--- src/hdl/gibl_pkg.sv ---
// Shared types, sizes and helper functions for the grid index to box lookup.
// Used by every module of the block but gibl_ram; depends on nothing else.
package gibl_pkg;

  // Largest number of intervals on any axis.
  localparam int MAX_INTERVALS = 16;

  // Breakpoint list depth per axis and the index widths that follow from it.
  localparam int BP_DEPTH = MAX_INTERVALS + 1;
  localparam int CNT_W    = $clog2(BP_DEPTH);
  localparam int POS_W    = CNT_W + 1;
  localparam int HINT_W   = (MAX_INTERVALS > 1) ? $clog2(MAX_INTERVALS) : 1;

  // Cell record store.
  localparam int CELLS   = MAX_INTERVALS * MAX_INTERVALS * MAX_INTERVALS;
  localparam int CELL_AW = (CELLS > 1) ? $clog2(CELLS) : 1;

  // Width of one configuration register.
  localparam int CFG_W = 5;

  localparam int NUM_AXES = 3;

  // Request command codes.
  typedef enum logic [1:0] {
    CMD_LOAD_BREAK = 2'd0,
    CMD_LOAD_REC   = 2'd1,
    CMD_LOOKUP     = 2'd2
  } cmd_e;

  // Result status codes.
  typedef enum logic [1:0] {
    ST_DONE    = 2'd0,
    ST_FOUND   = 2'd1,
    ST_OUTSIDE = 2'd2,
    ST_EMPTY   = 2'd3
  } status_e;

  // Configuration register indexes.
  typedef enum logic [1:0] {
    CFG_INTERVALS_X = 2'd0,
    CFG_INTERVALS_Y = 2'd1,
    CFG_INTERVALS_Z = 2'd2
  } cfg_reg_e;

  // Controller states.
  typedef enum logic [2:0] {
    S_CLEAR,
    S_IDLE,
    S_LOAD,
    S_DOWN,
    S_UP,
    S_CHECK,
    S_READ
  } state_e;

  // One request.
  typedef struct packed {
    logic [1:0]         command;
    logic [1:0]         axis;
    logic [4:0]         slot;
    logic signed [31:0] break_value;
    logic signed [31:0] coord_x;
    logic signed [31:0] coord_y;
    logic signed [31:0] coord_z;
    logic signed [31:0] rec_offset;
    logic [15:0]        rec_ni;
    logic [15:0]        rec_nj;
    logic               rec_present;
  } gibl_req_t;

  // One result.
  typedef struct packed {
    logic [1:0]         status;
    logic signed [31:0] found_offset;
    logic [15:0]        found_ni;
    logic [15:0]        found_nj;
  } gibl_res_t;

  // Extent part of a cell record.
  typedef struct packed {
    logic        present;
    logic [15:0] ni;
    logic [15:0] nj;
  } cell_ext_t;

  // Commands from the controller to the datapath.
  typedef struct packed {
    logic clear_step;
    logic capture;
    logic store;
    logic walk_down;
    logic walk_up;
    logic commit;
    logic push_load;
    logic push_outside;
    logic push_cell;
  } dp_cmd_t;

  // Status from the datapath to the controller.
  typedef struct packed {
    logic clear_last;
    logic stepping;
    logic in_range;
    logic res_free;
  } dp_status_t;

  // Control of one axis walker.
  typedef struct packed {
    logic start;
    logic walk_down;
    logic walk_up;
    logic commit;
  } axis_ctl_t;

  // Linear cell address of interval triple (i, j, k).
  function automatic logic [CELL_AW-1:0] cell_addr(input logic [HINT_W-1:0] i,
                                                   input logic [HINT_W-1:0] j,
                                                   input logic [HINT_W-1:0] k);
    logic [CELL_AW-1:0] a;
    a = CELL_AW'(k) * CELL_AW'(MAX_INTERVALS) + CELL_AW'(j);
    a = a * CELL_AW'(MAX_INTERVALS) + CELL_AW'(i);
    return a;
  endfunction

endpackage

--- src/hdl/gibl_ctrl.sv ---
// Controller state machine: sequences clearing, loads, the walk and the cell read.
// Depends on gibl_pkg.
module gibl_ctrl
  import gibl_pkg::*;
(
  input  logic       clk,
  input  logic       rst,
  input  logic       req_valid,
  input  logic [1:0] req_command,
  input  dp_status_t status,
  output logic       req_stall,
  output dp_cmd_t    cmd
);

  state_e state;
  state_e state_next;

  always_ff @(posedge clk) begin
    if (rst) begin
      state <= S_CLEAR;
    end else begin
      state <= state_next;
    end
  end

  // Next state and datapath commands.
  always_comb begin
    state_next = state;
    cmd        = '0;
    req_stall  = (state != S_IDLE);
    unique case (state)
      S_CLEAR: begin
        cmd.clear_step = 1'b1;
        if (status.clear_last) begin
          state_next = S_IDLE;
        end
      end
      S_IDLE: begin
        if (req_valid) begin
          cmd.capture = 1'b1;
          state_next  = (req_command == CMD_LOOKUP) ? S_DOWN : S_LOAD;
        end
      end
      S_LOAD: begin
        if (status.res_free) begin
          cmd.store     = 1'b1;
          cmd.push_load = 1'b1;
          state_next    = S_IDLE;
        end
      end
      S_DOWN: begin
        cmd.walk_down = 1'b1;
        if (!status.stepping) begin
          state_next = S_UP;
        end
      end
      S_UP: begin
        cmd.walk_up = 1'b1;
        if (!status.stepping) begin
          state_next = S_CHECK;
        end
      end
      S_CHECK: begin
        if (status.in_range) begin
          cmd.commit = 1'b1;
          state_next = S_READ;
        end else if (status.res_free) begin
          cmd.push_outside = 1'b1;
          state_next       = S_IDLE;
        end
      end
      S_READ: begin
        if (status.res_free) begin
          cmd.push_cell = 1'b1;
          state_next    = S_IDLE;
        end
      end
      default: begin
        state_next = S_IDLE;
      end
    endcase
  end

endmodule

--- config.mk ---
export PLATFORM = sky130hd
export DESIGN_NAME = gibl_ctrl
export DESIGN_NICKNAME = d
export VERILOG_FILES = /design/src/hdl/gibl_pkg.sv /design/src/hdl/gibl_ctrl.sv
export SDC_FILE = /design/constraint.sdc
export NUM_CORES = 1
export LEC_CHECK = 0
export ABC_AREA = 1
export BUFFER_PORTS_ARGS = -buffer_cell sky130_fd_sc_hd__buf_4
export CAP_MARGIN = 0
export CELL_PAD_IN_SITES_DETAIL_PLACEMENT = 1
export CELL_PAD_IN_SITES_GLOBAL_PLACEMENT = 2
export CORE_MARGIN = 5
export CORE_UTILIZATION = 20
export CTS_BUF_LIST = sky130_fd_sc_hd__clkbuf_4 sky130_fd_sc_hd__clkbuf_8 sky130_fd_sc_hd__clkbuf_16
export DETAILED_ROUTE_END_ITERATION = 16
export HOLD_SLACK_MARGIN = 0.05
export PLACE_DENSITY = 0.85
export SYNTH_ARGS = -nofsm -noshare
export SYNTH_HDL_FRONTEND = slang
export SYNTH_SLANG_ARGS = --single-unit
--- constraint.sdc ---
create_clock -name clk -period 3.6 [get_ports clk]
set_clock_uncertainty 0.1 [all_clocks]
set_input_delay 0.36 -clock clk [delete_from_list [all_inputs] [get_ports clk]]
set_output_delay 0.36 -clock clk [all_outputs]
set_load 0.05 [all_outputs]
==> results.json <==
{
  "largest_register_ffs": 3,
  "critical_path.most_common_cell": "inv_2",
  "synth_most_common_cell": "nand2_1",
  "routed_wire_length_per_instance_um": 9.92,
  "clock_transition_at_path_regs_ps": 40,
  "port_buffers": 18,
  "final_cell_count_no_fill": 110,
  "fp.dieArea_mm2": 0.00278,
  "cts_root_buf": "clkbuf_4",
  "gp_routability_congestion": 0.750,
  "register_with_the_most_flip_flops": "state",
  "slew_headroom_pct": 76.2,
  "n_antenna_cell": 0,
  "grtUsageTotal_pct": 9.07,
  "placed_cell_area_um2": 513,
  "postCtsSetupBuffers": 0,
  "r2r.worst_path.cells": 6,
  "fraction_of_layout_instances_using_a_drive_strength_above_1_pct": 42.4,
  "cts_buffer_depth": 2,
  "setup-tns-final_ps": 0,
  "utilization_pct": 31.4,
  "period_utilisation_layout_pct": 51.8,
  "placement.setup.worst_slack_ps": 1980,
  "count_of_h_tree_levels_built_during_cts": 1,
  "crit_path_max_fanout": 6,
  "unrepaired_setup_endpoints_after_global_routing": "false",
  "final_cell_area_um2": 543,
  "remaining_routing_drc_violations": 0,
  "detailed_place_hpwl_um": 917,
  "design.core.area_mm2": 0.00173,
  "cts_hold_repair.buffers": 0,
  "drt-total-wl_um": 1090,
  "power-per-cell-area_mw_per_mm2": 719,
  "drt_pre_antenna_iters": 2,
  "syn_avg_cell_area_um2": 5.62,
  "numPlacedInstances": 106,
  "cts-buffers-inserted": 3,
  "maxCapViolCount": 0,
  "max_clock_freq_mhz": 536,
  "required_ps": 3140,
  "fin_crit_ps": 1870,
  "synth-async-reset-ratio_pct": 0,
  "synth_top_cells_by_count": "nand2_1 (13), nor2_1 (11), inv_1 (8), nand3_1 (8), inv_2 (4)",
  "detail_route.vias_per_cell": 4.09,
  "yosys_most_used_dff": "dfxtp_1",
  "slew_violations": 0,
  "route.vias.total": 450,
  "cellLeakagePower_nw": 0.309,
  "initial_utilization_pct": 21.2,
  "chipHeight_um": 52.7,
  "antenna_found_initial": 0,
  "biggestRegsByFlops": "state (3)",
  "finish.net_count": 95,
  "worstSetupPathType": "register to output pin",
  "critical-path-slowest-cell": "dfxtp_1",
  "cpPeakStageDelay_ps": 470,
  "vias_in_the_first_global_route": 450,
  "area_delta_synth_final_pct": 48.6,
  "setup-violations-final": 0,
  "ys_ff_latch": 3,
  "yosysSeqAreaShare_pct": 16.4,
  "filler_cell_count": 246,
  "io_pins": 19,
  "grt_start_max_net_pins": 11,
  "detail-route-antenna-nets": 0,
  "ir_drop_v": 0.000262,
  "post-synth-top-area-fraction_pct": 16.4,
  "worstHoldPathCells": 2,
  "timing.critical_path.cells": "inv_2 -> nor2_4 -> inv_2 -> nor3_1 -> buf_4",
  "yosys.cell_types.count": 17,
  "grt_first_pass_wirelength_um": 1840,
  "min_path_type": "input pin to register",
  "synth_fp_nets": 74,
  "cts_sinks": 3,
  "element_type_at_the_critical_path_end": "output pin",
  "worst-endpoint-arrival_ps": 1410,
  "fp.dieW_um": 52.7,
  "std_cell_rows": 15,
  "max_slew.worst_pin.slew_ps": 357,
  "clk_lat_worst_skew_ps": 240,
  "timing.critical_path.from_type": "register",
  "grt_overflow": 0,
  "hold_viol_final": 0,
  "tritoncts": "yes",
  "synthDominantAreaCellType": "dfxtp_1",
  "cts_resized": 0,
  "drt_iter0_drc": 3,
  "final_critical_path_setup_slack_ps": 1730,
  "synth_top_cells_by_area": "dfxtp_1 (16%), nand2_1 (13%), nor2_1 (11%)",
  "synth.yosys.warnings": 0,
  "syn-instance-count": 65,
  "run_status": "finished, final reports clean",
  "synth_edf_count": 0,
  "synthesis.area_um2": 365
}
==> metrics by stage <==
stage,power (mW),hold slack [ps]
after floorplan,0.269,329
after global placement,0.325,437
after detailed placement,0.328,441
after CTS,0.400,186
after global routing,0.424,186
final,0.390,200
==> where the power goes <==
part           total (mW)  switching [mW]  internal, mW  leakage [nW]
Combinational       0.254           0.174        0.0806         0.266
Clock              0.0680          0.0189        0.0491        0.0184
Sequential         0.0680          0.0246        0.0434        0.0246
Total               0.390           0.217         0.173         0.309
==> cells in the final DEF, fill, tap and decap left out <==
cell and n:
dfxtp_1 3, nand4_2 1, nor2_1 11, nand2_1 13, nor3_1 2, o21bai_1 1, nand3_1 8, inv_2 4
a21oi_1 2, clkbuf_4 4, buf_4 18, or2_2 1, nand2_2 3, o21ai_1 1, inv_1 8, nor2_2 3
nor2_4 2
==> worst max-delay path: cells and delay by family, from the launching register on <==
family	cells	cell delay (ps)
flops	1	470
buf+inv	3	400
simple gates	2	300
==> layer usage <==
layer,vias up,part of all wire [%],GRT usage [%]
met2,12,48,13.4
met5,-,0,0
met3,0,3.3,2.56
met1,197,48,12.1
li1,241,-,-
met4,0,0,3.83
==> final cells by class <==
class                   count  area, um2  area share [%]
flip-flops and latches      3       60.1            11.1
inverters                  12       45.0            8.29
clock buffers               4       30.0            5.53
well taps                  25       31.3            5.76
multi-input cells          48        241            44.5
repair buffers             18        135            24.9
==> cell families (layout without fill, tap and decap cells) <==
logic type | count (synthesis) | after routing | share of synthesized area, %
DFF | 3 | 3 | 16.4
and+or+nand+nor | 44 | 44 | 59.9
buffers and inverters | 14 | 34 | 17.5
AOI/OAI and AO/OA | 4 | 4 | 6.16
==> worst paths after layout <==
path | startpoint | end | slack [ps]
max | state[1] | cmd[2] | 1730
min | rst | state[1] | 200
max reg2reg | state[0] | state[0] | 2230
min reg2reg | state[1] | state[1] | 530
No activity file was read; power rests on OpenSTA's default activity.
